## config.mk

```make
export PLATFORM = sky130hd
export DESIGN_NAME = subsegment_min_feature
export DESIGN_NICKNAME = d
export VERILOG_FILES = /design/src/hdl/smf_pkg.sv /design/src/hdl/smf_front.sv /design/src/hdl/smf_queue.sv /design/src/hdl/smf_back.sv /design/src/hdl/subsegment_min_feature.sv
export VERILOG_INCLUDE_DIRS = /design/src /design/src/hdl
export SDC_FILE = /design/constraint.sdc
export NUM_CORES = 2
export LEC_CHECK = 0
export BUFFER_PORTS_ARGS = -buffer_cell sky130_fd_sc_hd__buf_2
export CAP_MARGIN = 25
export CORE_MARGIN = 1
export CORE_UTILIZATION = 45
export DETAILED_ROUTE_END_ITERATION = 16
export GPL_TIMING_DRIVEN = 1
export PLACE_DENSITY = 0.71
export SETUP_SLACK_MARGIN = 0.3
export SLEW_MARGIN = 20
export SYNTH_ARGS = -nofsm -noshare
export SYNTH_HDL_FRONTEND = slang
export SYNTH_SLANG_ARGS = --single-unit
```

## constraint.sdc

```tcl
create_clock -name clk -period 18.15 [get_ports clk]
set_input_delay 0.9075 -clock clk [delete_from_list [all_inputs] [get_ports clk]]
set_output_delay 0.9075 -clock clk [all_outputs]
set_load 0.01 [all_outputs]
```

## src/hdl/assert_macros.svh

```systemverilog
// Assertion macros shared by the RTL of the sub-segment minimum block.
// Needs signals clk and arst_n in the scope where a macro is used.
`ifndef ASSERT_MACROS_SVH
`define ASSERT_MACROS_SVH

// Condition must never hold while out of reset.
`define SMF_ASSERT_NEVER(lbl, cond, msg) \
	lbl: assert property (@(posedge clk) disable iff (!arst_n) !(cond)) else $error(msg);

// Antecedent implies consequent in the same cycle.
`define SMF_ASSERT_IMP(lbl, ante, cons, msg) \
	lbl: assert property (@(posedge clk) disable iff (!arst_n) (ante) |-> (cons)) else $error(msg);

`endif

```

## src/hdl/smf_pkg.sv

```systemverilog
// Types and constants shared by the sub-segment minimum feature block.
// No dependencies.
package smf_pkg;

	localparam int SIZE_W   = 11;
	localparam int IDX_W    = 2;
	localparam int TOT_W    = 3;
	localparam int QDEPTH   = 4;
	localparam int QPTR_W   = 2;
	localparam int QCNT_W   = 3;
	// reciprocal shift for the divide by the feature count
	localparam int RECIP_SH = 16;
	localparam int RECIP_W  = 17;

	// one classified fingerprint on its way from front to back
	typedef struct packed {
		logic [63:0]       fp_high;
		logic [63:0]       fp_middle;
		logic [31:0]       fp_low;
		logic [SIZE_W-1:0] size;
		logic [SIZE_W-1:0] sub_len;
		logic [SIZE_W-1:0] last_len;
		logic              pass;
	} smf_item_t;

	typedef struct packed {
		logic full;
		logic empty;
	} smf_qstat_t;

endpackage

```

## src/hdl/smf_front.sv

```systemverilog
// Front end: takes fingerprint beats, clamps the segment size and works out
// the sub-segment lengths over two stages. Depends on smf_pkg.
module smf_front import smf_pkg::*; #(
	parameter int FEATURE_COUNT = 4,
	parameter int MAX_SEGMENT   = 1024
) (
	input  logic              clk,
	input  logic              arst_n,
	input  logic              fp_valid,
	output logic              fp_stall,
	input  logic [63:0]       fp_high,
	input  logic [63:0]       fp_middle,
	input  logic [31:0]       fp_low,
	input  logic [SIZE_W-1:0] segment_size,
	input  smf_qstat_t        q_stat,
	output logic              q_push,
	output smf_item_t         q_item
);

	localparam int SEG_LIM = (MAX_SEGMENT < 2047) ? MAX_SEGMENT : 2047;
	localparam int PROD_W  = SIZE_W + RECIP_W;
	localparam logic [RECIP_W-1:0] RECIP = RECIP_W'((1 << RECIP_SH) / FEATURE_COUNT);
	localparam logic [SIZE_W-1:0]  FC_S  = SIZE_W'(FEATURE_COUNT);
	localparam logic [SIZE_W-1:0]  LIM_S = SIZE_W'(SEG_LIM);

	logic              advance;
	logic              valid_s1;
	logic [63:0]       high_s1;
	logic [63:0]       middle_s1;
	logic [31:0]       low_s1;
	logic [SIZE_W-1:0] size_s1;
	logic              pass_s1;
	logic [PROD_W-1:0] prod_s1;
	logic              valid_s2;
	smf_item_t         item_s2;

	logic [SIZE_W-1:0] size_c;
	logic [SIZE_W-1:0] quot0;
	logic [SIZE_W-1:0] rem0;
	logic              fix;
	logic [SIZE_W-1:0] sub_len;
	logic [SIZE_W-1:0] rem;

	assign advance  = !(valid_s2 && q_stat.full);
	assign fp_stall = !advance;
	assign q_push   = valid_s2 && !q_stat.full;
	assign q_item   = item_s2;

	always_comb begin
		if (segment_size == '0) begin
			size_c = SIZE_W'(1);
		end else if (segment_size > LIM_S) begin
			size_c = LIM_S;
		end else begin
			size_c = segment_size;
		end
	end

	// reciprocal quotient may come out one short; one correction fixes it
	always_comb begin
		quot0   = prod_s1[RECIP_SH +: SIZE_W];
		rem0    = size_s1 - SIZE_W'(quot0 * FC_S);
		fix     = (rem0 >= FC_S);
		sub_len = quot0 + SIZE_W'(fix);
		rem     = fix ? (rem0 - FC_S) : rem0;
	end

	always_ff @(posedge clk or negedge arst_n) begin
		if (!arst_n) begin
			valid_s1 <= 1'b0;
			valid_s2 <= 1'b0;
		end else if (advance) begin
			valid_s1 <= fp_valid;
			valid_s2 <= valid_s1;
		end
	end

	always_ff @(posedge clk) begin
		if (advance) begin
			high_s1   <= fp_high;
			middle_s1 <= fp_middle;
			low_s1    <= fp_low;
			size_s1   <= size_c;
			pass_s1   <= (size_c <= FC_S);
			prod_s1   <= PROD_W'(size_c) * PROD_W'(RECIP);
			item_s2.fp_high   <= high_s1;
			item_s2.fp_middle <= middle_s1;
			item_s2.fp_low    <= low_s1;
			item_s2.size      <= size_s1;
			item_s2.sub_len   <= sub_len;
			// size - (count-1)*sub equals remainder + sub
			item_s2.last_len  <= rem + sub_len;
			item_s2.pass      <= pass_s1;
		end
	end

endmodule

```

## src/hdl/smf_queue.sv

```systemverilog
// Short queue between the front end and the back end.
// Depends on smf_pkg.
module smf_queue import smf_pkg::*; (
	input  logic       clk,
	input  logic       arst_n,
	input  logic       push,
	input  smf_item_t  push_item,
	input  logic       pop,
	output smf_item_t  head_item,
	output smf_qstat_t stat
);

	smf_item_t         slots_q [QDEPTH];
	logic [QPTR_W-1:0] wr_ptr_q;
	logic [QPTR_W-1:0] rd_ptr_q;
	logic [QCNT_W-1:0] count_q;

	assign stat.full  = (count_q == QCNT_W'(QDEPTH));
	assign stat.empty = (count_q == '0);
	assign head_item  = slots_q[rd_ptr_q];

	always_ff @(posedge clk or negedge arst_n) begin
		if (!arst_n) begin
			wr_ptr_q <= '0;
			rd_ptr_q <= '0;
			count_q  <= '0;
		end else begin
			if (push) begin
				wr_ptr_q <= wr_ptr_q + 1'b1;
			end
			if (pop) begin
				rd_ptr_q <= rd_ptr_q + 1'b1;
			end
			if (push && !pop) begin
				count_q <= count_q + 1'b1;
			end else if (pop && !push) begin
				count_q <= count_q - 1'b1;
			end
		end
	end

	always_ff @(posedge clk) begin
		if (push) begin
			slots_q[wr_ptr_q] <= push_item;
		end
	end

endmodule

```

## src/hdl/smf_back.sv

```systemverilog
// Back end: segment and sub-segment tracking, running minimum and the
// feature output register. Depends on smf_pkg.
module smf_back import smf_pkg::*; #(
	parameter int FEATURE_COUNT = 4,
	parameter int MAX_SEGMENT   = 1024
) (
	input  logic             clk,
	input  logic             arst_n,
	input  smf_item_t        item,
	input  smf_qstat_t       q_stat,
	output logic             q_pop,
	output logic             feat_valid,
	input  logic             feat_stall,
	output logic [63:0]      feat_high,
	output logic [63:0]      feat_middle,
	output logic [31:0]      feat_low,
	output logic [IDX_W-1:0] feature_index,
	output logic [TOT_W-1:0] feature_total,
	output logic             last_feature
);

	localparam int SEG_LIM = (MAX_SEGMENT < 2047) ? MAX_SEGMENT : 2047;
	localparam int ITEM_W  = $clog2(FEATURE_COUNT * SEG_LIM + 1);
	localparam int PP_W    = $clog2(SEG_LIM + 1);
	localparam int PI_W    = (FEATURE_COUNT > 1) ? $clog2(FEATURE_COUNT) : 1;
	localparam int CMP_W   = ((ITEM_W > SIZE_W) ? ITEM_W : SIZE_W) + 1;
	localparam int PLW     = SIZE_W + 1;
	localparam logic [PI_W-1:0]  PI_LAST = PI_W'(FEATURE_COUNT - 1);
	localparam logic [TOT_W-1:0] TOTAL   = TOT_W'(FEATURE_COUNT);

	logic [ITEM_W-1:0] item_pos_q;
	logic [PI_W-1:0]   part_idx_q;
	logic [PP_W-1:0]   part_pos_q;
	logic [63:0]       best_high_q;
	logic [63:0]       best_middle_q;
	logic [31:0]       best_low_q;
	logic              out_valid_q;

	logic              take;
	logic [63:0]       nb_high;
	logic [63:0]       nb_middle;
	logic [31:0]       nb_low;
	logic [SIZE_W-1:0] plen;
	logic              part_end;
	logic              part_last;
	logic              pass_last;
	logic              emit;

	assign q_pop      = !q_stat.empty && (!out_valid_q || !feat_stall);
	assign feat_valid = out_valid_q;

	always_comb begin
		take = (part_pos_q == '0) ||
			({item.fp_high, item.fp_middle, item.fp_low} <
			 {best_high_q, best_middle_q, best_low_q});
		nb_high   = take ? item.fp_high   : best_high_q;
		nb_middle = take ? item.fp_middle : best_middle_q;
		nb_low    = take ? item.fp_low    : best_low_q;
		plen      = (part_idx_q < PI_LAST) ? item.sub_len : item.last_len;
		part_end  = (PLW'(part_pos_q) + 1'b1) >= PLW'(plen);
		part_last = (part_idx_q >= PI_LAST);
		pass_last = (CMP_W'(item_pos_q) + 1'b1) >= CMP_W'(item.size);
		emit      = item.pass || part_end;
	end

	always_ff @(posedge clk or negedge arst_n) begin
		if (!arst_n) begin
			item_pos_q  <= '0;
			part_idx_q  <= '0;
			part_pos_q  <= '0;
			out_valid_q <= 1'b0;
		end else begin
			if (q_pop) begin
				out_valid_q <= emit;
			end else if (!feat_stall) begin
				out_valid_q <= 1'b0;
			end
			if (q_pop) begin
				if (item.pass) begin
					if (pass_last) begin
						item_pos_q <= '0;
						part_idx_q <= '0;
						part_pos_q <= '0;
					end else begin
						item_pos_q <= item_pos_q + 1'b1;
					end
				end else if (part_end && part_last) begin
					item_pos_q <= '0;
					part_idx_q <= '0;
					part_pos_q <= '0;
				end else if (part_end) begin
					item_pos_q <= item_pos_q + 1'b1;
					part_idx_q <= part_idx_q + 1'b1;
					part_pos_q <= '0;
				end else begin
					item_pos_q <= item_pos_q + 1'b1;
					part_pos_q <= part_pos_q + 1'b1;
				end
			end
		end
	end

	// minimum needs no clearing: a fresh sub-segment always loads its first beat
	always_ff @(posedge clk) begin
		if (q_pop && !item.pass) begin
			best_high_q   <= nb_high;
			best_middle_q <= nb_middle;
			best_low_q    <= nb_low;
		end
		if (q_pop && emit) begin
			if (item.pass) begin
				feat_high     <= item.fp_high;
				feat_middle   <= item.fp_middle;
				feat_low      <= item.fp_low;
				feature_index <= IDX_W'(item_pos_q);
				feature_total <= TOT_W'(item.size);
				last_feature  <= pass_last;
			end else begin
				feat_high     <= nb_high;
				feat_middle   <= nb_middle;
				feat_low      <= nb_low;
				feature_index <= IDX_W'(part_idx_q);
				feature_total <= TOTAL;
				last_feature  <= part_last;
			end
		end
	end

endmodule

```

## src/hdl/subsegment_min_feature.sv

```systemverilog
// Channel    Handshake                Payload
// fp         fp_valid / fp_stall      fp_high, fp_middle, fp_low, segment_size
// feat       feat_valid / feat_stall  feat_high, feat_middle, feat_low,
//                                     feature_index, feature_total, last_feature
//
// Sustains one fingerprint beat per cycle while feat_stall is low. The beat completing a
// feature passes the second front stage and a queue slot, and feat_valid then rises from
// the output register. The per-beat limit is the 160-bit compare with the running minimum.
// Reset clears the pipeline, the queue and all segment tracking at once.
// A stalled output holds the back end; the four-entry queue then fills and
// only then stalls the fingerprint input.
// Top level: instantiates smf_front, smf_queue and smf_back; uses smf_pkg.
`include "assert_macros.svh"

module subsegment_min_feature import smf_pkg::*; #(
	parameter int FEATURE_COUNT = 4,
	parameter int MAX_SEGMENT   = 1024
) (
	input  logic              clk,
	input  logic              arst_n,
	input  logic              fp_valid,
	output logic              fp_stall,
	input  logic [63:0]       fp_high,
	input  logic [63:0]       fp_middle,
	input  logic [31:0]       fp_low,
	input  logic [SIZE_W-1:0] segment_size,
	output logic              feat_valid,
	input  logic              feat_stall,
	output logic [63:0]       feat_high,
	output logic [63:0]       feat_middle,
	output logic [31:0]       feat_low,
	output logic [IDX_W-1:0]  feature_index,
	output logic [TOT_W-1:0]  feature_total,
	output logic              last_feature
);

	smf_qstat_t q_stat;
	smf_item_t  push_item;
	smf_item_t  head_item;
	logic       q_push;
	logic       q_pop;

	smf_front #(
		.FEATURE_COUNT(FEATURE_COUNT),
		.MAX_SEGMENT  (MAX_SEGMENT)
	) u_front (
		.clk         (clk),
		.arst_n      (arst_n),
		.fp_valid    (fp_valid),
		.fp_stall    (fp_stall),
		.fp_high     (fp_high),
		.fp_middle   (fp_middle),
		.fp_low      (fp_low),
		.segment_size(segment_size),
		.q_stat      (q_stat),
		.q_push      (q_push),
		.q_item      (push_item)
	);

	smf_queue u_queue (
		.clk      (clk),
		.arst_n   (arst_n),
		.push     (q_push),
		.push_item(push_item),
		.pop      (q_pop),
		.head_item(head_item),
		.stat     (q_stat)
	);

	smf_back #(
		.FEATURE_COUNT(FEATURE_COUNT),
		.MAX_SEGMENT  (MAX_SEGMENT)
	) u_back (
		.clk          (clk),
		.arst_n       (arst_n),
		.item         (head_item),
		.q_stat       (q_stat),
		.q_pop        (q_pop),
		.feat_valid   (feat_valid),
		.feat_stall   (feat_stall),
		.feat_high    (feat_high),
		.feat_middle  (feat_middle),
		.feat_low     (feat_low),
		.feature_index(feature_index),
		.feature_total(feature_total),
		.last_feature (last_feature)
	);

	`SMF_ASSERT_NEVER(a_queue_overflow, q_push && q_stat.full, "push into full queue")
	`SMF_ASSERT_NEVER(a_queue_underflow, q_pop && q_stat.empty, "pop from empty queue")
	`SMF_ASSERT_IMP(a_hold_on_stall, feat_valid && feat_stall, !q_pop, "pop while feature held")

endmodule
```

[Word-level counts from Yosys, hierarchy flattened]
Memory sizes are Yosys's and may differ from the RTL's.
Cells that the tools add are included.
Storage, ports and cells
  output and inout port bits: 168
  word-level logic and storage cells: 109
  bits in writable memories: 776
  bits of input ports: 175
  register bits after elaboration: 728
  memories kept: 1
Memories
  u_queue.slots_q: depth 4, width 194, read ports 1, clocked after memory_dff 0, write ports 1, line smf_queue.sv:13  | smf_item_t slots_q [QDEPTH];
Cells by class
  multiplexer cells: 29
  $lt $le $gt $ge: 8
  equal/unequal tests: 3
  add/subtract/negate cells: 13
  reduce and logical (&&, ||, !) cells: 25
Operators with widths (count)
  $mux W64: 4
  $lt A160 B160 Y1: 1
  $mux W11: 8
  $mux W32: 2
  $mux W13: 3
  $logic_not A11 Y1: 2
  $add A13 B1 Y14 const B: 1
  $ge A14 B11 Y1: 1
  $add A13 B1 Y13 const B: 1
  $add A11 B1 Y12 const B: 1
  $ge A12 B11 Y1: 1
  $add A11 B1 Y11 const B: 1
  $add A11 B11 Y11: 1
  $ge A11 B3 Y1 const B: 1
  $gt A11 B11 Y1 const B: 1
  $le A11 B3 Y1 const B: 1
  $sub A11 B11 Y11: 1
  $sub A11 B3 Y11 const B: 1
  $add A9 B1 Y10: 1
  $mux W2: 5
  $logic_and A1 B1 Y1: 8
  $logic_not A1 Y1: 7
  $add A2 B1 Y2 const B: 3
  $mux W3: 2
  14 further kinds: 20

[Logic depth before layout (Yosys ltp)]
  depth in word-level cells: 7
  mapped depth: 16
  depth with buffers taken out: 14

[By module]
A second synthesis with hierarchy kept.
Unflattened totals
  cell total of the unflattened synthesis: 2995
  area total of the unflattened synthesis: 60226.5 sq um
By module, submodules not included
  smf_queue: cells an instance 1048, area an instance 28476.1 sq um, seq. area each 23477.5 sq um, instances 1
  smf_back: cells an instance 1529, area an instance 20643.5 sq um, seq. area each 10465.0 sq um, instances 1
  smf_front: cells an instance 418, area an instance 11106.9 sq um, seq. area each 10680.2 sq um, instances 1

[Worst setup path before layout]
OpenSTA, ideal clock, no wires.
  kind: register to register
  start point: register u_queue.count_q[0]
  end point: register u_front.high_s1[0], enable pin
  clock period less this slack: 11.923 ns
  arrival: 8.411 ns
  setup time: 3.511 ns
  buffers on the path: 0
  stages on the path, launching flop included: 3
  slack: 6.227 ns
  required time: 14.639 ns
  cells stage by stage: dfrtp_1 > nor2_1 > nand3_1
Between the ends
  cells in the longest elaborated chain, start to end: 2
RTL lines
  start, declared: line smf_queue.sv:16  | logic [QCNT_W-1:0] count_q;
  start signal, assigned: line smf_queue.sv:35  | count_q <= count_q + 1'b1;
  start signal, assigned: line smf_queue.sv:37  | count_q <= count_q - 1'b1;
  $eq A3 B3 Y1: line smf_queue.sv:18  | assign stat.full = (count_q == QCNT_W'(QDEPTH));
  $logic_and A1 B1 Y1: line smf_front.sv:44  | assign advance = !(valid_s2 && q_stat.full);
  end signal, assigned: line smf_front.sv:80  | high_s1 <= fp_high;
  end, declared: line smf_front.sv:28  | logic [63:0] high_s1;
Every way passes these cells.
A chain may end at the register's enable or synchronous reset.

[Worst setup path in the final report]
  start point: register u_queue.rd_ptr_q[0]
  end point: register u_back.feat_middle[37] (data pin)
Between the ends
  cells in the longest elaborated chain, start to end: 5
RTL lines
  start, declared: line smf_queue.sv:15  | logic [QPTR_W-1:0] rd_ptr_q;
  start signal, assigned: line smf_queue.sv:32  | rd_ptr_q <= rd_ptr_q + 1'b1;
  $mem_v2 Z4 W194 *
  $lt A160 B160 Y1: line smf_back.sv:54  | ({item.fp_high, item.fp_middle, item.fp_low} <
  $logic_or A1 B1 Y1: line smf_back.sv:53  | take = (part_pos_q == '0) ||
  $mux W64: line smf_back.sv:57  | nb_middle = take ? item.fp_middle : best_middle_q;
  $mux W64 *: line smf_back.sv:111  | if (item.pass) begin
  end signal, assigned: line smf_back.sv:113  | feat_middle <= item.fp_middle;
  end signal, assigned: line smf_back.sv:120  | feat_middle <= nb_middle;
  end, declared: line smf_back.sv:15  | output logic [63:0] feat_middle,
Every way passes the cells marked *; elsewhere a longest branch is shown, timed or not.

==> results.py <==
metrics = {
    "cts": {
        "cts.clk_slew.worst_paths_ns": 0.06,
        "cts_buffers": 150,
        "cts_setup_buffers": 0,
        "clock_latency_ns": 0.78,
        "cts_resized": 0,
        "numClockSinks": 1444,
        "htree_levels": 4,
        "root_buffer": "clkbuf_16",
        "hold_buffers": 0,
        "clock_path_buffers": 3,
        "cts_tree": "yes",
    },
    "logic_synthesis": {
        "seq_area_frac_synth": 0.752,
        "mappedNetlistNets": 3275,
        "avgSynthCellArea_sq_um": 19.8,
        "yosysTopAreaCell": "edfxtp_1",
        "synth_edf_count": 1408,
        "ys.flop_type": "edfxtp_1",
        "syn_area_sq_mm": 0.0574,
        "synthArstFlopShare": 0.0249,
        "ys_ff_latch": 1444,
        "yosys_warnings": 0,
        "synth.top_cells.by_area": "edfxtp_1 74%, mux4_2 7.1%, ha_1 4.2%, mux2_1 3.9%, mux2_2 2.5%",
        "synth_top_area_share": 0.737,
        "syn_inst": 2906,
        "yosysMostFrequentCell": "edfxtp_1",
        "synthTopCellsByCount": "1408 x edfxtp_1, 200 x mux2_1, 192 x ha_1, 187 x inv_1, 182 x mux4_2",
        "synthDistinctLibCells": 60,
    },
    "placed_design": {
        "portBuffers": 342,
        "place_hpwl_um": 71900,
        "gp_congestion": 0.801,
    },
    "setup_path": {
        "cp-start-kind": "flop",
        "crit_path_end_kind": "flop",
        "path_class": "flop to flop",
        "required_ns": 18.66,
        "crit_arrival_ns": 8.22,
        "path_max_fanout": 57,
        "startpoint": "u_queue.rd_ptr_q[0]",
        "r2r_slack_ns": 10.44,
        "regToRegStartpoint": "u_queue.rd_ptr_q[0]",
    },
    "floorplan": {
        "pin_count": 343,
        "num_rows": 130,
        "start_util": 0.455,
        "coreArea_sq_mm": 0.126,
        "die_y_um": 359,
        "die_area_sq_mm": 0.129,
        "die_w_um": 359,
    },
    "timing": {
        "slew_violations": 0,
        "tns_ns": 0,
        "rsz0062_at_grt": "no",
        "layout_min_cycle_time_ns": 7.71,
        "post-route-period-util": 0.425,
        "setup_viol_count_final": 0,
        "finalHoldViolCount": 0,
        "relSlewSlack": 0.295,
        "fmax_mhz": 130,
        "max_slew.worst_pin.slew_ns": 1.06,
        "clock_skew_ns": 0.0402,
    },
    "power": {
        "max-vdd-ir-drop_uv": 177,
        "p_total_mw": 13.4,
        "leakagePower_nw": 23.9,
        "p_per_area_mw_per_mm2": 202,
    },
    "routing": {
        "vias": 27500,
        "firstDrtPassIters": 5,
        "drt.antenna.violating_nets": 0,
        "vias_per_cell": 5.38,
        "drt_iter0_drc": 2539,
        "drc_errors": 0,
        "wire_per_inst_um": 23.2,
        "drt_wl_total_um": 119000,
    },
    "global_routing": {
        "grt_pass1_wl_um": 177000,
        "grt_usage": 0.184,
        "antenna_found_initial": 4,
        "grt_max_degree": 153,
        "first_global_vias": 28100,
        "grt_overflow": 0,
    },
    "run_status": {
        "status": "finished, final reports clean",
    },
    "cells_and_area": {
        "fillers": 9787,
        "drive_above_1_share": 0.262,
        "register_area_sq_mm": 0.0432,
        "multiInputGateArea_sq_mm": 0.0131,
        "diodes": 0,
        "fin_util": 0.524,
        "fin_nets": 3719,
        "synthToLayoutAreaGrowth_pct": 15.1,
    },
    "run": {
        "cap_violations": 0,
    },
    "hold_path": {
        "hold_class": "input pin to asynchronous set/reset pin",
    },
}
area by class of cell:
type | instances | area share
clock inverters | 87 | 0.0148
multi-input cells | 1187 | 0.198
well taps | 1650 | 0.0312
inverters | 188 | 0.0107
clock buffers | 181 | 0.0595
repair buffers | 379 | 0.0318
flip-flops and latches | 1444 | 0.654
metrics by stage:
step           hold WS [ns]  std cells  area (sq um)  setup slack [ns]
2_1_floorplan         0.400       2906         57400              6.23
3_3_place_gp          0.402       4844         61100             10.17
3_5_place_dp          0.405       4846         61100             10.17
4_1_cts               0.202       5114         66000             10.16
5_1_grt               0.246       5116         66100              9.88
6_report              0.224       5116         66100             10.44
state kept, by name, indices dropped and copies added (netlist names), 64 cells and up:
| name | count |
|---|---|
| u_front.high_s1 | 64 |
| u_queue.slots_q | 728 |
| u_front.middle_s1 | 64 |
| u_back.feat_high | 64 |
| u_front.q_item | 182 |
| u_back.best_middle_q | 64 |
| u_back.best_high_q | 64 |
| u_back.feat_middle | 64 |
power breakdown:
group / switching, mW / total (mW) / internal [mW]
combinational: 2.53 / 4.35 / 1.82
clock: 1.27 / 3.06 / 1.78
sequential: 0.578 / 5.96 / 5.38
total: 4.38 / 13.4 / 8.98
cell families (layout without fill, tap and decap cells):
family,Yosys count,count (layout),synth area share
adder cells (fa/ha/maj),194,194,0.0425
multiplexers,517,517,0.137
buffers and inverters,275,835,0.0204
other,1,1,0.0000653
AND/OR/NAND/NOR,250,250,0.0217
flip-flops,1444,1444,0.752
XOR/XNOR,30,30,0.00458
AO/OA/AOI/OAI,195,195,0.0217
critical path, cell delays in order, from the launching register on:
cell,delay (ns)
dfrtp_4,0.75
buf_4,0.73
buf_4,0.85
mux4_2,0.64
ha_1,0.31
a21oi_1,0.14
o21ai_0,0.15
a221o_1,0.32
o31a_1,0.24
o41ai_1,0.62
o2111ai_1,0.36
o21ai_4,0.24
buf_4,0.72
buf_4,0.57
buf_16,0.30
mux2_1,0.37
cells in the final DEF, fill, tap and decap left out, types with 8 or more instances in the layout:
cell,synthesis,routed
edfxtp_1,1408,1408
buf_2,13,342
mux2_1,200,200
ha_1,192,192
inv_1,187,187
mux4_2,182,182
clkbuf_16,0,153
mux2_2,125,125
nand2_1,75,75
a21oi_1,62,62
o21ai_0,44,44
nand4_1,39,39
nor2_1,39,37
dfrtp_1,36,34
clkinv_1,1,30
nand3_1,30,29
buf_4,12,29
clkbuf_1,28,28
xnor2_1,20,20
a21o_1,20,20
clkinv_2,0,18
nor2b_1,17,17
bufinv_16,0,16
nor3_1,12,12
a211oi_1,11,11
mux2i_1,10,10
xor2_1,10,10
nor4_1,9,9
o211ai_1,9,9
clkinvlp_4,0,9
and3_1,8,8
a22o_1,8,8
final timing paths:
check,to,cells past startpoint
worst min register to register,u_front.q_item[174],0
worst max register to register,u_back.feat_middle[37],15
min in group clk,u_front.middle_s1[44],1
max in group asynchronous,u_queue.rd_ptr_q[0],1
worst min-delay path,u_back.feat_valid,1
worst max-delay path,u_back.feat_middle[37],15
layer usage:
layer / part of all wire / vias to the layer above / track usage / wire (um)
li1: - / 12500 / - / -
met1: 0.44 / 14100 / 0.250 / 52000
met2: 0.48 / 717 / 0.299 / 57200
met3: 0.055 / 158 / 0.0362 / 6540
met4: 0.024 / 4 / 0.0578 / 2790
met5: 0.00021 / - / 0 / 25
Note: power is estimated with default switching activity, not from simulation.
